[src/rtl/core/gqe_pkg.sv]
// shared types, constants and helper functions for the glyph quad emitter
package gqe_pkg;

	localparam int DEF_VERTEX_BUDGET = 6144;
	localparam int DEF_ATLAS_COLUMNS = 16;
	localparam int DEF_ATLAS_ROWS    = 6;

	localparam logic [7:0] GLYPH_FIRST  = 8'd32;
	localparam logic [7:0] GLYPH_LAST   = 8'd126;
	localparam logic [7:0] NEWLINE_BYTE = 8'd10;
	localparam int GLYPH_COUNT     = 95;
	localparam int VERTS_PER_GLYPH = 6;

	localparam int POS_W    = 16;
	localparam int METRIC_W = 6;
	localparam int SCALE_W  = 12;
	localparam int SIZE_W   = 14;
	localparam int COLOUR_W = 32;
	localparam int UV_W     = 17;
	localparam int UV_ONE   = 65536;
	localparam int PROD_W   = METRIC_W + SCALE_W;

	localparam logic [METRIC_W-1:0] RST_CELL_W  = 6'd9;
	localparam logic [METRIC_W-1:0] RST_CELL_H  = 6'd19;
	localparam logic [METRIC_W-1:0] RST_ADVANCE = 6'd8;

	typedef logic [2:0] vidx_t;
	localparam vidx_t VERT_LAST = 3'd5;

	typedef enum logic [1:0] {
		ACT_BEGIN = 2'd0,
		ACT_CHAR  = 2'd1,
		ACT_CLEAR = 2'd2
	} action_t;

	typedef enum logic [1:0] {
		CFG_CELL_W  = 2'd0,
		CFG_CELL_H  = 2'd1,
		CFG_ADVANCE = 2'd2
	} cfg_idx_t;

	typedef struct packed {
		logic [METRIC_W-1:0] cell_w;
		logic [METRIC_W-1:0] cell_h;
		logic [METRIC_W-1:0] advance;
	} cfg_t;

	typedef struct packed {
		logic signed [POS_W-1:0] x0;
		logic signed [POS_W-1:0] y0;
		logic signed [POS_W-1:0] x1;
		logic signed [POS_W-1:0] y1;
		logic [UV_W-1:0]         u0;
		logic [UV_W-1:0]         u1;
		logic [UV_W-1:0]         v0;
		logic [UV_W-1:0]         v1;
		logic [COLOUR_W-1:0]     colour;
	} quad_t;

	// metric times Q4.8 scale, rounded to Q.4
	function automatic logic [SIZE_W-1:0] scaled_size(input logic [METRIC_W-1:0] px,
			input logic [SCALE_W-1:0] scl);
		logic [PROD_W-1:0] p;
		p = PROD_W'(px) * PROD_W'(scl) + PROD_W'(8);
		return p[PROD_W-1:4];
	endfunction

	// signed position plus unsigned size, saturating at the positive limit
	function automatic logic signed [POS_W-1:0] sat_add(input logic signed [POS_W-1:0] a,
			input logic [SIZE_W-1:0] d);
		logic [POS_W:0] s;
		s = {a[POS_W-1], a} + {{(POS_W+1-SIZE_W){1'b0}}, d};
		if (!s[POS_W] && s[POS_W-1]) begin
			return {1'b0, {(POS_W-1){1'b1}}};
		end
		return s[POS_W-1:0];
	endfunction

endpackage

[src/rtl/core/glyph_quad_emitter.sv]
// top level of the glyph quad emitter: cell metric registers and the two stages
//
//  channel | direction | handshake             | payload
//  in      | sink      | in_valid / in_ready   | action, origin_x/y, scale, colour, char_code
//  out     | source    | out_valid / out_ready | vert_x/y, tex_u/v, vert_colour, last_vertex
//  cfg     | sink      | cfg_valid / cfg_ready | cfg_index, cfg_data
//
// an item is held in the input register; begin line, clear, newline, non-printable
// and over-budget glyph items retire there, one per cycle
// a printable glyph within the vertex budget moves into the quad buffer and leaves
// as six vertex transfers through the single vertex output port
// reset clears pen, sizes, colour, budget count and the cell metrics to defaults
// a stalled output holds the quad buffer, which then holds the input register
module glyph_quad_emitter #(
	parameter int VERTEX_BUDGET = gqe_pkg::DEF_VERTEX_BUDGET,
	parameter int ATLAS_COLUMNS = gqe_pkg::DEF_ATLAS_COLUMNS,
	parameter int ATLAS_ROWS    = gqe_pkg::DEF_ATLAS_ROWS
) (
	input  logic                                clk,
	input  logic                                arst_n,
	input  logic                                in_valid,
	output logic                                in_ready,
	input  logic [1:0]                          action,
	input  logic signed [gqe_pkg::POS_W-1:0]    origin_x,
	input  logic signed [gqe_pkg::POS_W-1:0]    origin_y,
	input  logic [gqe_pkg::SCALE_W-1:0]         scale,
	input  logic [gqe_pkg::COLOUR_W-1:0]        colour,
	input  logic [7:0]                          char_code,
	output logic                                out_valid,
	input  logic                                out_ready,
	output logic signed [gqe_pkg::POS_W-1:0]    vert_x,
	output logic signed [gqe_pkg::POS_W-1:0]    vert_y,
	output logic [gqe_pkg::UV_W-1:0]            tex_u,
	output logic [gqe_pkg::UV_W-1:0]            tex_v,
	output logic [gqe_pkg::COLOUR_W-1:0]        vert_colour,
	output logic                                last_vertex,
	input  logic                                cfg_valid,
	output logic                                cfg_ready,
	input  logic [1:0]                          cfg_index,
	input  logic [gqe_pkg::METRIC_W-1:0]        cfg_data
);
	import gqe_pkg::*;

	cfg_t   cfg_q;
	logic   quad_valid;
	logic   quad_ready;
	quad_t  quad;

	assign cfg_ready = 1'b1;

	always_ff @(posedge clk or negedge arst_n) begin
		if (!arst_n) begin
			cfg_q.cell_w  <= RST_CELL_W;
			cfg_q.cell_h  <= RST_CELL_H;
			cfg_q.advance <= RST_ADVANCE;
		end else if (cfg_valid && cfg_ready) begin
			unique case (cfg_index)
				CFG_CELL_W:  cfg_q.cell_w  <= cfg_data;
				CFG_CELL_H:  cfg_q.cell_h  <= cfg_data;
				CFG_ADVANCE: cfg_q.advance <= cfg_data;
				default: begin
				end
			endcase
		end
	end

	gqe_glyph #(
		.VERTEX_BUDGET (VERTEX_BUDGET),
		.ATLAS_COLUMNS (ATLAS_COLUMNS),
		.ATLAS_ROWS    (ATLAS_ROWS)
	) u_glyph (
		.clk        (clk),
		.arst_n     (arst_n),
		.cfg        (cfg_q),
		.in_valid   (in_valid),
		.in_ready   (in_ready),
		.action     (action),
		.origin_x   (origin_x),
		.origin_y   (origin_y),
		.scale      (scale),
		.colour     (colour),
		.char_code  (char_code),
		.quad_valid (quad_valid),
		.quad_ready (quad_ready),
		.quad       (quad)
	);

	gqe_vtx_out u_vtx_out (
		.clk         (clk),
		.arst_n      (arst_n),
		.quad_valid  (quad_valid),
		.quad_ready  (quad_ready),
		.quad        (quad),
		.out_valid   (out_valid),
		.out_ready   (out_ready),
		.vert_x      (vert_x),
		.vert_y      (vert_y),
		.tex_u       (tex_u),
		.tex_v       (tex_v),
		.vert_colour (vert_colour),
		.last_vertex (last_vertex)
	);

	// input only stalls behind a glyph waiting for the quad buffer
	a_stall_cause: assert property (@(posedge clk) disable iff (!arst_n)
		!in_ready |-> quad_valid)
		else $error("input stalled without a pending glyph");

	// a waiting glyph keeps its corners until the buffer takes it
	a_quad_hold: assert property (@(posedge clk) disable iff (!arst_n)
		quad_valid && !quad_ready |=> quad_valid && $stable(quad))
		else $error("pending glyph changed before transfer");

	// a glyph always delivers all six vertices
	a_quad_complete: assert property (@(posedge clk) disable iff (!arst_n)
		out_valid && out_ready && !last_vertex |=> out_valid)
		else $error("glyph ended before its last vertex");

	// output goes idle after the last vertex unless a new glyph was loaded
	a_quad_end: assert property (@(posedge clk) disable iff (!arst_n)
		out_valid && out_ready && last_vertex && !quad_valid |=> !out_valid)
		else $error("vertex emitted after the last one of a glyph");

endmodule

[src/rtl/core/gqe_glyph.sv]
// input register, pen and budget state, and quad corner and uv computation
module gqe_glyph #(
	parameter int VERTEX_BUDGET = gqe_pkg::DEF_VERTEX_BUDGET,
	parameter int ATLAS_COLUMNS = gqe_pkg::DEF_ATLAS_COLUMNS,
	parameter int ATLAS_ROWS    = gqe_pkg::DEF_ATLAS_ROWS
) (
	input  logic                                clk,
	input  logic                                arst_n,
	input  gqe_pkg::cfg_t                       cfg,
	input  logic                                in_valid,
	output logic                                in_ready,
	input  logic [1:0]                          action,
	input  logic signed [gqe_pkg::POS_W-1:0]    origin_x,
	input  logic signed [gqe_pkg::POS_W-1:0]    origin_y,
	input  logic [gqe_pkg::SCALE_W-1:0]         scale,
	input  logic [gqe_pkg::COLOUR_W-1:0]        colour,
	input  logic [7:0]                          char_code,
	output logic                                quad_valid,
	input  logic                                quad_ready,
	output gqe_pkg::quad_t                      quad
);
	import gqe_pkg::*;

	localparam int USED_W = $clog2(VERTEX_BUDGET + 1);
	localparam int IDX_W  = $clog2(GLYPH_COUNT);
	localparam int USTEP  = (UV_ONE + ATLAS_COLUMNS / 2) / ATLAS_COLUMNS;
	localparam int VSTEP  = (UV_ONE + ATLAS_ROWS / 2) / ATLAS_ROWS;

	// atlas uv corners per glyph, fixed at elaboration
	logic [UV_W-1:0] u0_tbl [GLYPH_COUNT];
	logic [UV_W-1:0] u1_tbl [GLYPH_COUNT];
	logic [UV_W-1:0] v0_tbl [GLYPH_COUNT];
	logic [UV_W-1:0] v1_tbl [GLYPH_COUNT];

	for (genvar g = 0; g < GLYPH_COUNT; g++) begin : g_uv
		localparam int U0 = (g % ATLAS_COLUMNS) * USTEP;
		localparam int V0 = (g / ATLAS_COLUMNS) * VSTEP;
		localparam int U1 = U0 + USTEP;
		localparam int V1 = V0 + VSTEP;
		assign u0_tbl[g] = UV_W'((U0 > UV_ONE) ? UV_ONE : U0);
		assign u1_tbl[g] = UV_W'((U1 > UV_ONE) ? UV_ONE : U1);
		assign v0_tbl[g] = UV_W'((V0 > UV_ONE) ? UV_ONE : V0);
		assign v1_tbl[g] = UV_W'((V1 > UV_ONE) ? UV_ONE : V1);
	end

	logic                       valid_s1;
	logic [1:0]                 act_s1;
	logic signed [POS_W-1:0]    ox_s1;
	logic signed [POS_W-1:0]    oy_s1;
	logic [SCALE_W-1:0]         scl_s1;
	logic [COLOUR_W-1:0]        col_s1;
	logic [7:0]                 chr_s1;

	logic signed [POS_W-1:0]    pen_x_q;
	logic signed [POS_W-1:0]    pen_y_q;
	logic signed [POS_W-1:0]    line_x_q;
	logic [SIZE_W-1:0]          adv_q;
	logic [SIZE_W-1:0]          qw_q;
	logic [SIZE_W-1:0]          qh_q;
	logic [COLOUR_W-1:0]        colour_q;
	logic [USED_W-1:0]          used_q;

	logic                       is_newline;
	logic                       is_print;
	logic                       budget_ok;
	logic                       emit;
	logic                       consume;
	logic [IDX_W-1:0]           gidx;

	assign is_newline = (chr_s1 == NEWLINE_BYTE);
	assign is_print   = (chr_s1 >= GLYPH_FIRST) && (chr_s1 <= GLYPH_LAST);
	assign budget_ok  = ({1'b0, used_q} + (USED_W+1)'(VERTS_PER_GLYPH))
		<= (USED_W+1)'(VERTEX_BUDGET);
	assign emit       = valid_s1 && (act_s1 == ACT_CHAR) && !is_newline && is_print && budget_ok;
	assign consume    = valid_s1 && (!emit || quad_ready);
	assign in_ready   = !valid_s1 || consume;
	assign quad_valid = emit;

	assign gidx = IDX_W'(chr_s1 - GLYPH_FIRST);

	always_comb begin
		quad.x0     = pen_x_q;
		quad.y0     = pen_y_q;
		quad.x1     = sat_add(pen_x_q, qw_q);
		quad.y1     = sat_add(pen_y_q, qh_q);
		quad.u0     = u0_tbl[gidx];
		quad.u1     = u1_tbl[gidx];
		quad.v0     = v0_tbl[gidx];
		quad.v1     = v1_tbl[gidx];
		quad.colour = colour_q;
	end

	always_ff @(posedge clk or negedge arst_n) begin
		if (!arst_n) begin
			valid_s1 <= 1'b0;
		end else if (in_ready) begin
			valid_s1 <= in_valid;
		end
	end

	always_ff @(posedge clk) begin
		if (in_valid && in_ready) begin
			act_s1 <= action;
			ox_s1  <= origin_x;
			oy_s1  <= origin_y;
			scl_s1 <= scale;
			col_s1 <= colour;
			chr_s1 <= char_code;
		end
	end

	always_ff @(posedge clk or negedge arst_n) begin
		if (!arst_n) begin
			pen_x_q  <= '0;
			pen_y_q  <= '0;
			line_x_q <= '0;
			adv_q    <= '0;
			qw_q     <= '0;
			qh_q     <= '0;
			colour_q <= '0;
			used_q   <= '0;
		end else if (consume) begin
			unique case (act_s1)
				ACT_BEGIN: begin
					pen_x_q  <= ox_s1;
					pen_y_q  <= oy_s1;
					line_x_q <= ox_s1;
					colour_q <= col_s1;
					adv_q    <= scaled_size(cfg.advance, scl_s1);
					qw_q     <= scaled_size(cfg.cell_w, scl_s1);
					qh_q     <= scaled_size(cfg.cell_h, scl_s1);
				end
				ACT_CHAR: begin
					if (is_newline) begin
						pen_x_q <= line_x_q;
						pen_y_q <= sat_add(pen_y_q, qh_q);
					end else if (!is_print) begin
						pen_x_q <= sat_add(pen_x_q, adv_q);
					end else if (budget_ok) begin
						pen_x_q <= sat_add(pen_x_q, adv_q);
						used_q  <= used_q + USED_W'(VERTS_PER_GLYPH);
					end
				end
				ACT_CLEAR: begin
					used_q <= '0;
				end
				default: begin
				end
			endcase
		end
	end

endmodule

[src/rtl/core/gqe_vtx_out.sv]
// quad buffer that walks the six vertices of a glyph out one per transfer
module gqe_vtx_out (
	input  logic                                clk,
	input  logic                                arst_n,
	input  logic                                quad_valid,
	output logic                                quad_ready,
	input  gqe_pkg::quad_t                      quad,
	output logic                                out_valid,
	input  logic                                out_ready,
	output logic signed [gqe_pkg::POS_W-1:0]    vert_x,
	output logic signed [gqe_pkg::POS_W-1:0]    vert_y,
	output logic [gqe_pkg::UV_W-1:0]            tex_u,
	output logic [gqe_pkg::UV_W-1:0]            tex_v,
	output logic [gqe_pkg::COLOUR_W-1:0]        vert_colour,
	output logic                                last_vertex
);
	import gqe_pkg::*;

	quad_t  quad_q;
	logic   busy_q;
	vidx_t  cnt_q;
	logic   use_x1;
	logic   use_y1;

	assign out_valid  = busy_q;
	assign quad_ready = !busy_q || (out_ready && (cnt_q == VERT_LAST));

	always_ff @(posedge clk or negedge arst_n) begin
		if (!arst_n) begin
			busy_q <= 1'b0;
			cnt_q  <= '0;
		end else if (quad_valid && quad_ready) begin
			busy_q <= 1'b1;
			cnt_q  <= '0;
		end else if (busy_q && out_ready) begin
			if (cnt_q == VERT_LAST) begin
				busy_q <= 1'b0;
			end else begin
				cnt_q <= cnt_q + vidx_t'(1);
			end
		end
	end

	always_ff @(posedge clk) begin
		if (quad_valid && quad_ready) begin
			quad_q <= quad;
		end
	end

	// triangle order: (0,0) (1,0) (0,1) (0,1) (1,0) (1,1)
	always_comb begin
		case (cnt_q) inside
			3'd1, 3'd4, 3'd5: use_x1 = 1'b1;
			default:          use_x1 = 1'b0;
		endcase
		case (cnt_q) inside
			3'd2, 3'd3, 3'd5: use_y1 = 1'b1;
			default:          use_y1 = 1'b0;
		endcase
	end

	assign vert_x      = use_x1 ? quad_q.x1 : quad_q.x0;
	assign vert_y      = use_y1 ? quad_q.y1 : quad_q.y0;
	assign tex_u       = use_x1 ? quad_q.u1 : quad_q.u0;
	assign tex_v       = use_y1 ? quad_q.v1 : quad_q.v0;
	assign vert_colour = quad_q.colour;
	assign last_vertex = (cnt_q == VERT_LAST);

endmodule
[config.mk]
export PLATFORM = sky130hd
export DESIGN_NAME = glyph_quad_emitter
export DESIGN_NICKNAME = d
export VERILOG_FILES = /design/src/rtl/core/gqe_pkg.sv /design/src/rtl/core/glyph_quad_emitter.sv /design/src/rtl/core/gqe_glyph.sv /design/src/rtl/core/gqe_vtx_out.sv
export SDC_FILE = /design/constraint.sdc
export NUM_CORES = 1
export LEC_CHECK = 0
export ABC_AREA = 1
export BUFFER_PORTS_ARGS = -buffer_cell sky130_fd_sc_hd__buf_4
export CAP_MARGIN = 25
export CORE_MARGIN = 2
export CORE_UTILIZATION = 40
export CTS_CLUSTER_DIAMETER = 30
export DETAILED_ROUTE_END_ITERATION = 10
export GPL_TIMING_DRIVEN = 0
export SLEW_MARGIN = 20
export SYNTH_ARGS = -nofsm -noshare
export SYNTH_HDL_FRONTEND = slang
export SYNTH_SLANG_ARGS = --single-unit
[constraint.sdc]
create_clock -name clk -period 3.9 [get_ports clk]
set_input_delay 0.195 -clock clk [delete_from_list [all_inputs] [get_ports clk]]
set_output_delay 0.195 -clock clk [all_outputs]
set_load 0.02 [all_outputs]
## Yosys cells after proc, flatten, opt, wreduce, memory -nomap -nowiden

Memories as Yosys holds them, arrays and structs flattened. A register that Yosys moved wholly into a read port is not among the register bits.
Index checks and enable logic that the tools add are counted.

| storage, ports and cells | value |
|---|---|
| bits in registers | 340 |
| bits in read-only memories | 8704 |
| bits of input ports | 99 |
| word-level logic and storage cells | 147 |
| memories kept | 4 |

| operators by class | value |
|---|---|
| add/sub/neg operators | 10 |
| multiply operators | 3 |
| order comparisons | 3 |
| equality and inequality tests | 16 |
| mux-type cells | 45 |
| bitwise logic cells | 1 |
| reduce and logical (&&, ||, !) cells | 40 |

Memory list:

| memory | words | bits a word | read ports | clocked after Yosys merged registers in | wr ports | line | text |
|---|---|---|---|---|---|---|---|
| (name not given) | 128 | 17 | 1 | 1 | 0 | gqe_glyph.sv:86 | `quad.u0 = u0_tbl[gidx];` |
| (name not given) | 128 | 17 | 1 | 1 | 0 | gqe_glyph.sv:87 | `quad.u1 = u1_tbl[gidx];` |
| (name not given) | 128 | 17 | 1 | 1 | 0 | gqe_glyph.sv:88 | `quad.v0 = v0_tbl[gidx];` |
| (name not given) | 128 | 17 | 1 | 1 | 0 | gqe_glyph.sv:89 | `quad.v1 = v1_tbl[gidx];` |

Operator list:

| kind | count |
|---|---|
| 2-to-1 mux 16 bit | 14 |
| one-hot mux 16 bit (2 select lines) | 2 |
| adder 18 x 4 -> 18 bit, second input constant | 3 |
| multiplier 6 x 12 -> 18 bit | 3 |
| adder 16 x 15 -> 17 bit | 3 |
| 2-to-1 mux 13 bit | 3 |
| 2-to-1 mux 17 bit | 2 |
| one-hot mux 13 bit (2 select lines) | 1 |
| 2-to-1 mux 1 bit | 20 |
| adder 13 x 3 -> 14 bit, second input constant | 1 |
| less-or-equal comparator 14 x 13 -> 1 bit, second input constant | 1 |
| adder 13 x 3 -> 13 bit, second input constant | 1 |
| logical AND 1 bit | 13 |
| AND reduction 2 bit | 6 |
| 2-to-1 mux 3 bit | 3 |
| == test 8 x 4 -> 1 bit, second input constant | 1 |
| >= comparator 8 x 6 -> 1 bit, second input constant | 1 |
| less-or-equal comparator 8 x 7 -> 1 bit, second input constant | 1 |
| != test 2 x 1 -> 1 bit, second input constant | 4 |
| inverter 7 -> 8 bit | 1 |
| nonzero test 2 bit | 4 |
| zero test 1 bit | 7 |
| subtractor 7 x 6 -> 7 bit, second input constant | 1 |
| == test 3 x 2 -> 1 bit, second input constant | 2 |
| other kinds (12) | 20 |

## Depth between registers and ports, before layout

| depth | value |
|---|---|
| depth in word-level cells | 14 |
| mapped depth | 23 |

## Hierarchy

Synthesis repeated with hierarchy kept, for this count alone.

| unflattened totals | value |
|---|---|
| cell total of the unflattened synthesis | 2915 |
| area total of the unflattened synthesis | 26186.4 sq um |

By module, submodules not included:

| module | instances | cells an instance | area an instance (sq um) | sequential area each (sq um) |
|---|---|---|---|---|
| gqe_glyph | 1 | 2377 | 18919.4 | 5960.7 |
| gqe_vtx_out | 1 | 454 | 6468.7 | 5024.8 |
| glyph_quad_emitter | 1 | 84 | 798.3 | 457.9 |

## Worst setup path before layout

No wires, ideal clock.

| path | value |
|---|---|
| kind | flip-flop to flip-flop |
| from | register u_glyph.chr_s1[0] |
| to | register u_vtx_out.quad_q[100] (netlist bit) (enable) |
| arrival | 3.751 ns |
| required time | 3.430 ns |
| setup slack | -0.320 ns |
| stages on the path, launching flop included | 9 |
| path through | edfxtp_1 inv_1 ha_1 nand3_1 a41oi_1 nand2_1 nor2_1 nand4_1 inv_1 |

| on the way | value |
|---|---|
| cells in the longest elaborated chain, start to end | 6 |

RTL lines:

| item | line | text |
|---|---|---|
| start, declared | gqe_glyph.sv:52 | `logic [7:0] chr_s1;` |
| start signal, assigned | gqe_glyph.sv:108 | `chr_s1 <= char_code;` |
| branches (longest 3 deep; another with >= comparator 8 x 6 -> 1 bit) | n/a |  |
| logical AND 1 bit (*) (2 in a row) | gqe_glyph.sv:74 | `assign emit = valid_s1 && (act_s1 == ACT_CHAR) && !is_newline && is_print && budget_ok;` |
| logical AND 1 bit (*) | gqe_vtx_out.sv:45 | `if (quad_valid && quad_ready) begin` |
| end signal, assigned | gqe_vtx_out.sv:46 | `quad_q <= quad;` |
| end, declared | gqe_vtx_out.sv:19 | `quad_t quad_q;` |

Mark *: on every way between the ends.
A chain may end at the register's enable or synchronous reset.

## Worst setup path after layout

| path | value |
|---|---|
| from | register u_glyph.scl_s1[4] |
| to | register u_glyph.adv_q[11] |

| on the way | value |
|---|---|
| cells in the longest elaborated chain, start to end | 2 |

RTL lines:

| item | line | text |
|---|---|---|
| start, declared | gqe_glyph.sv:50 | `logic [SCALE_W-1:0] scl_s1;` |
| start signal, assigned | gqe_glyph.sv:106 | `scl_s1 <= scale;` |
| multiplier 6 x 12 -> 18 bit | gqe_pkg.sv:64 | `p = PROD_W'(px) * PROD_W'(scl) + PROD_W'(8);` |
| adder 18 x 4 -> 18 bit | gqe_pkg.sv:64 |  |
| end signal, assigned | gqe_glyph.sv:129 | `adv_q <= scaled_size(cfg.advance, scl_s1);` |
| end, declared | gqe_glyph.sv:57 | `logic [SIZE_W-1:0] adv_q;` |

No other way between the ends.

==> metrics <==
Setup Slack @ Placement=-818 ps; proportion of power drawn by flip-flops and latches=0.223; die width=246 microns; post-detailed-route count of antenna-violating nets=0; clock latency on the worst-skew pair=620 ps; total power density per cell area=744 nW/um^2; failing checks=setup timing; FF-to-FF path depth=19; Seq/Total Area, Yosys=0.427; number of port buffers=187; leading register cell type out of synthesis=sky130_fd_sc_hd__edfxtp_1; combinational share of power=0.483; static leakage power=16.2 nW; Power Total=24.0 mW; Req. time, crit path=4400 ps; internal power=14.8 mW; minimum clock period=4020 ps; Post-route DRC=0; number of flops mapped to enable cells by yosys=203; global-route usage over all layers=0.217; area of the placeable core=57900 sq um; launch instance of the worst register-to-register path=u_glyph.scl_s1[4]$_DFFE_PP_; number of different library cells in the post-synthesis netlist=49; number of inserted diodes=0; number of core rows=88; Worst setup EP type=flip-flop; Layout Skew=30.5 ps; detailed router's first-iteration violation count=1122; pin slew with the least headroom to its limit=673 ps; # nets final=3509; TritonCTS clock tree=done; height of the die=246 microns; post-placement cell area=26300 sq um; worst hold start=out_ready; Layout Area Growth over Synthesis=37.0%; gate count of the mapped netlist=2652; biggest area consumer among synthesized cells=sky130_fd_sc_hd__edfxtp_1; fraction of layout instances using a drive strength above 1=0.233; cell count of the worst hold path=4; Switching Power=9.14 mW; endpoint arrival time on the critical path=4520 ps; effective utilization at floorplan=0.406; share of Yosys cell area claimed by the top area cell type=0.259; Slew Limit Fails=0; kind of path behind the tightest hold check=input pin to flip-flop; sinks on the clock net=360; clock tree root buffer cell=sky130_fd_sc_hd__clkbuf_16; MaxCap Viol Count=0; maximum number of pins on one net before global-route repair=64; remaining global-route overflow=0; fill cell count=5038; Reg clk slew, reported paths=40 ps; Routed WL=65900 microns; cell count after placement=3622; total of flip-flops plus latches after synthesis=360; start-to-end type of the worst setup path=flip-flop to flip-flop; flop-to-flop setup slack=-120 ps; proportion of register bits with asynchronous set or reset after synthesis=0.436; wire length of the first global-routing pass=103000 microns; via count=18976; switching share of power=0.382; largest fanout on the critical path=6; Commonest cells post-synth=sky130_fd_sc_hd__nand2_1 (943), sky130_fd_sc_hd__inv_1 (350), sky130_fd_sc_hd__edfxtp_1 (203), sky130_fd_sc_hd__ha_1 (168), sky130_fd_sc_hd__dfrtp_1 (151); fraction of power consumed by the clock network=0.294; WL/cell=16.7 microns; setup-violating endpoint count in the final report=17; setup slack of the critical path after layout=-119 ps; headroom to the max-slew limit=0.547; Reg2Reg Capture Point=u_glyph.adv_q[11]$_DFFE_PN0P_; die outline area=60800 sq um; number of global-route vias before repair=19198; average cell area after synthesis=8.87 sq um; maximum VDD drop=0.000437 V; first-pass iteration count of the detailed router=5; maximum achievable frequency=249 MHz; final standard cell utilization of the core=0.556; number of clock buffers inserted by TritonCTS=82; cell with the most instances after synthesis=sky130_fd_sc_hd__nand2_1; Post-DP HPWL=46500 microns; unrepaired setup endpoints after global routing=true; Via density=4.81; cell area after synthesis=23500 sq um; most area-consuming cells after synthesis=sky130_fd_sc_hd__edfxtp_1 (26%), sky130_fd_sc_hd__dfrtp_1 (16%), sky130_fd_sc_hd__nand2_1 (15%); YS warnings=0; Clock Tree Buf Depth=3; CP Launch Type=flip-flop; worst hold endpoint=u_vtx_out.out_valid$_DFFE_PN0P_; run status=finished, violations left; number of antenna violations at the first check in global routing=0; final cell count without fillers=3947; gpl congestion=0.900; I/O pin cnt=201; cell area after layout=32200 sq um; level count of the clock H-tree=3; number of hold violations in the final report=0; share of the clock period used by the worst path after layout=1.03
-- flip-flops by register name (all words and copies together) (netlist names), 16 cells and up --
register / cells
cfg_q: 18
u_glyph.col_s1: 32
u_glyph.colour_q: 32
u_glyph.line_x_q: 16
u_glyph.ox_s1: 16
u_glyph.oy_s1: 16
u_glyph.pen_x_q: 16
u_glyph.pen_y_q: 16
u_vtx_out.quad_q: 85
u_vtx_out.vert_colour: 32
-- routing by layer --
layer / part of all wire / track usage / vias to the layer above / wire length, microns
li1: - / - / 9290 / -
met2: 0.49 / 0.373 / 478 / 32300
met4: 0.035 / 0.0742 / 0 / 2300
met3: 0.049 / 0.0313 / 136 / 3220
met5: 0 / 0 / - / 0
met1: 0.43 / 0.279 / 9072 / 28100
-- worst max-delay path by stage --
stage | to | cells after the start | slack, ps | start
floorplan | u_glyph.qw_q[11]$_DFFE_PN0P_ | 21 | 3 | u_glyph.scl_s1[3]$_DFFE_PP_
global placement | u_glyph.scl_s1[10]$_DFFE_PP_ | 10 | -1120 | u_glyph.chr_s1[4]$_DFFE_PP_
detailed placement | u_glyph.qh_q[13]$_DFFE_PN0P_ | 17 | -820 | u_glyph.scl_s1[10]$_DFFE_PP_
CTS | u_glyph.qw_q[11]$_DFFE_PN0P_ | 21 | -70 | u_glyph.scl_s1[5]$_DFFE_PP_
global route | u_glyph.adv_q[11]$_DFFE_PN0P_ | 19 | -300 | u_glyph.scl_s1[4]$_DFFE_PP_
finish | u_glyph.adv_q[11]$_DFFE_PN0P_ | 19 | -120 | u_glyph.scl_s1[4]$_DFFE_PP_
-- placed cells by master, fill, tap and decap left out, types with 51 or more instances in the layout --
master,count
sky130_fd_sc_hd__buf_4,318
sky130_fd_sc_hd__ha_4,51
sky130_fd_sc_hd__fa_1,120
sky130_fd_sc_hd__inv_1,326
sky130_fd_sc_hd__dlygate4sd3_1,100
sky130_fd_sc_hd__nand2_1,907
sky130_fd_sc_hd__a21oi_1,68
sky130_fd_sc_hd__edfxtp_1,203
sky130_fd_sc_hd__dfrtp_1,149
sky130_fd_sc_hd__nand3_1,53
sky130_fd_sc_hd__ha_1,115
sky130_fd_sc_hd__nor2_1,74
sky130_fd_sc_hd__o21ai_1,51
sky130_fd_sc_hd__clkbuf_16,93
sky130_fd_sc_hd__o21ai_0,96
-- metrics by stage --
stage	hold slack (ps)	TNS, ps
3_3_place_gp	374	-196310
5_1_grt	35.5	-4000
6_report	36.4	-657
4_1_cts	3.94	-435
3_5_place_dp	106	-11190
2_1_floorplan	-101	0
-- power by group through the flow --
stage               clock, mW  combinational, mW  sequential [mW]
finish                   7.04               11.6             5.34
global route             7.34               12.8             5.41
CTS                      7.16               10.4             5.34
detailed placement          0               8.99             5.38
global placement            0               8.87             5.37
floorplan                   0               6.53             5.15
-- critical path: stages (launching register included) --
cell and delay (ps):
sky130_fd_sc_hd__edfxtp_1 410, sky130_fd_sc_hd__buf_8 160, sky130_fd_sc_hd__clkbuf_16 160, sky130_fd_sc_hd__nand2_2 50
sky130_fd_sc_hd__inv_2 40, sky130_fd_sc_hd__fa_1 570, sky130_fd_sc_hd__fa_1 460, sky130_fd_sc_hd__fa_1 610
sky130_fd_sc_hd__ha_4 220, sky130_fd_sc_hd__ha_4 300, sky130_fd_sc_hd__nand3_2 70, sky130_fd_sc_hd__nand2_2 90
sky130_fd_sc_hd__nand3_2 70, sky130_fd_sc_hd__nand2_2 110, sky130_fd_sc_hd__inv_2 60, sky130_fd_sc_hd__o21bai_4 160
sky130_fd_sc_hd__nand3_2 90, sky130_fd_sc_hd__nand2_2 60, sky130_fd_sc_hd__xor2_1 150, sky130_fd_sc_hd__o21ai_1 80
-- repair_timing --
item                                    CTS  global route
endpoints found under the setup margin   27            28
hold buffers                            100             0
setup buffers                            51            23
pin swaps                                77            82
gates cloned                              5             1
resized for setup                       181           142
endpoints found under the hold margin   199             0
-- kinds of logic (layout without fill, tap and decap cells) --
group,Yosys count,after routing,share of synthesized area
xor gates and xnor gates,71,71,0.0264
adders and majority gates,294,294,0.197
buffers and inverters,503,1022,0.0928
and+or+nand+nor,1140,1140,0.192
DFF,360,360,0.427
AOI/OAI and AO/OA,282,282,0.0654
other,2,13,0.000319
-- area by class of cell --
type                    instances  area, sq um  share of cell area
multi-input cells            1800        12600               0.390
flip-flops and latches        360        10000               0.312
repair buffers                373         3270               0.101
clock buffers                 103         2250              0.0700
inverters                     352         1330              0.0413
plain buffers                 147         1190              0.0370
well taps                     765          957              0.0297
clock inverters                47          614              0.0191
Power figures use the tool's default switching activity.
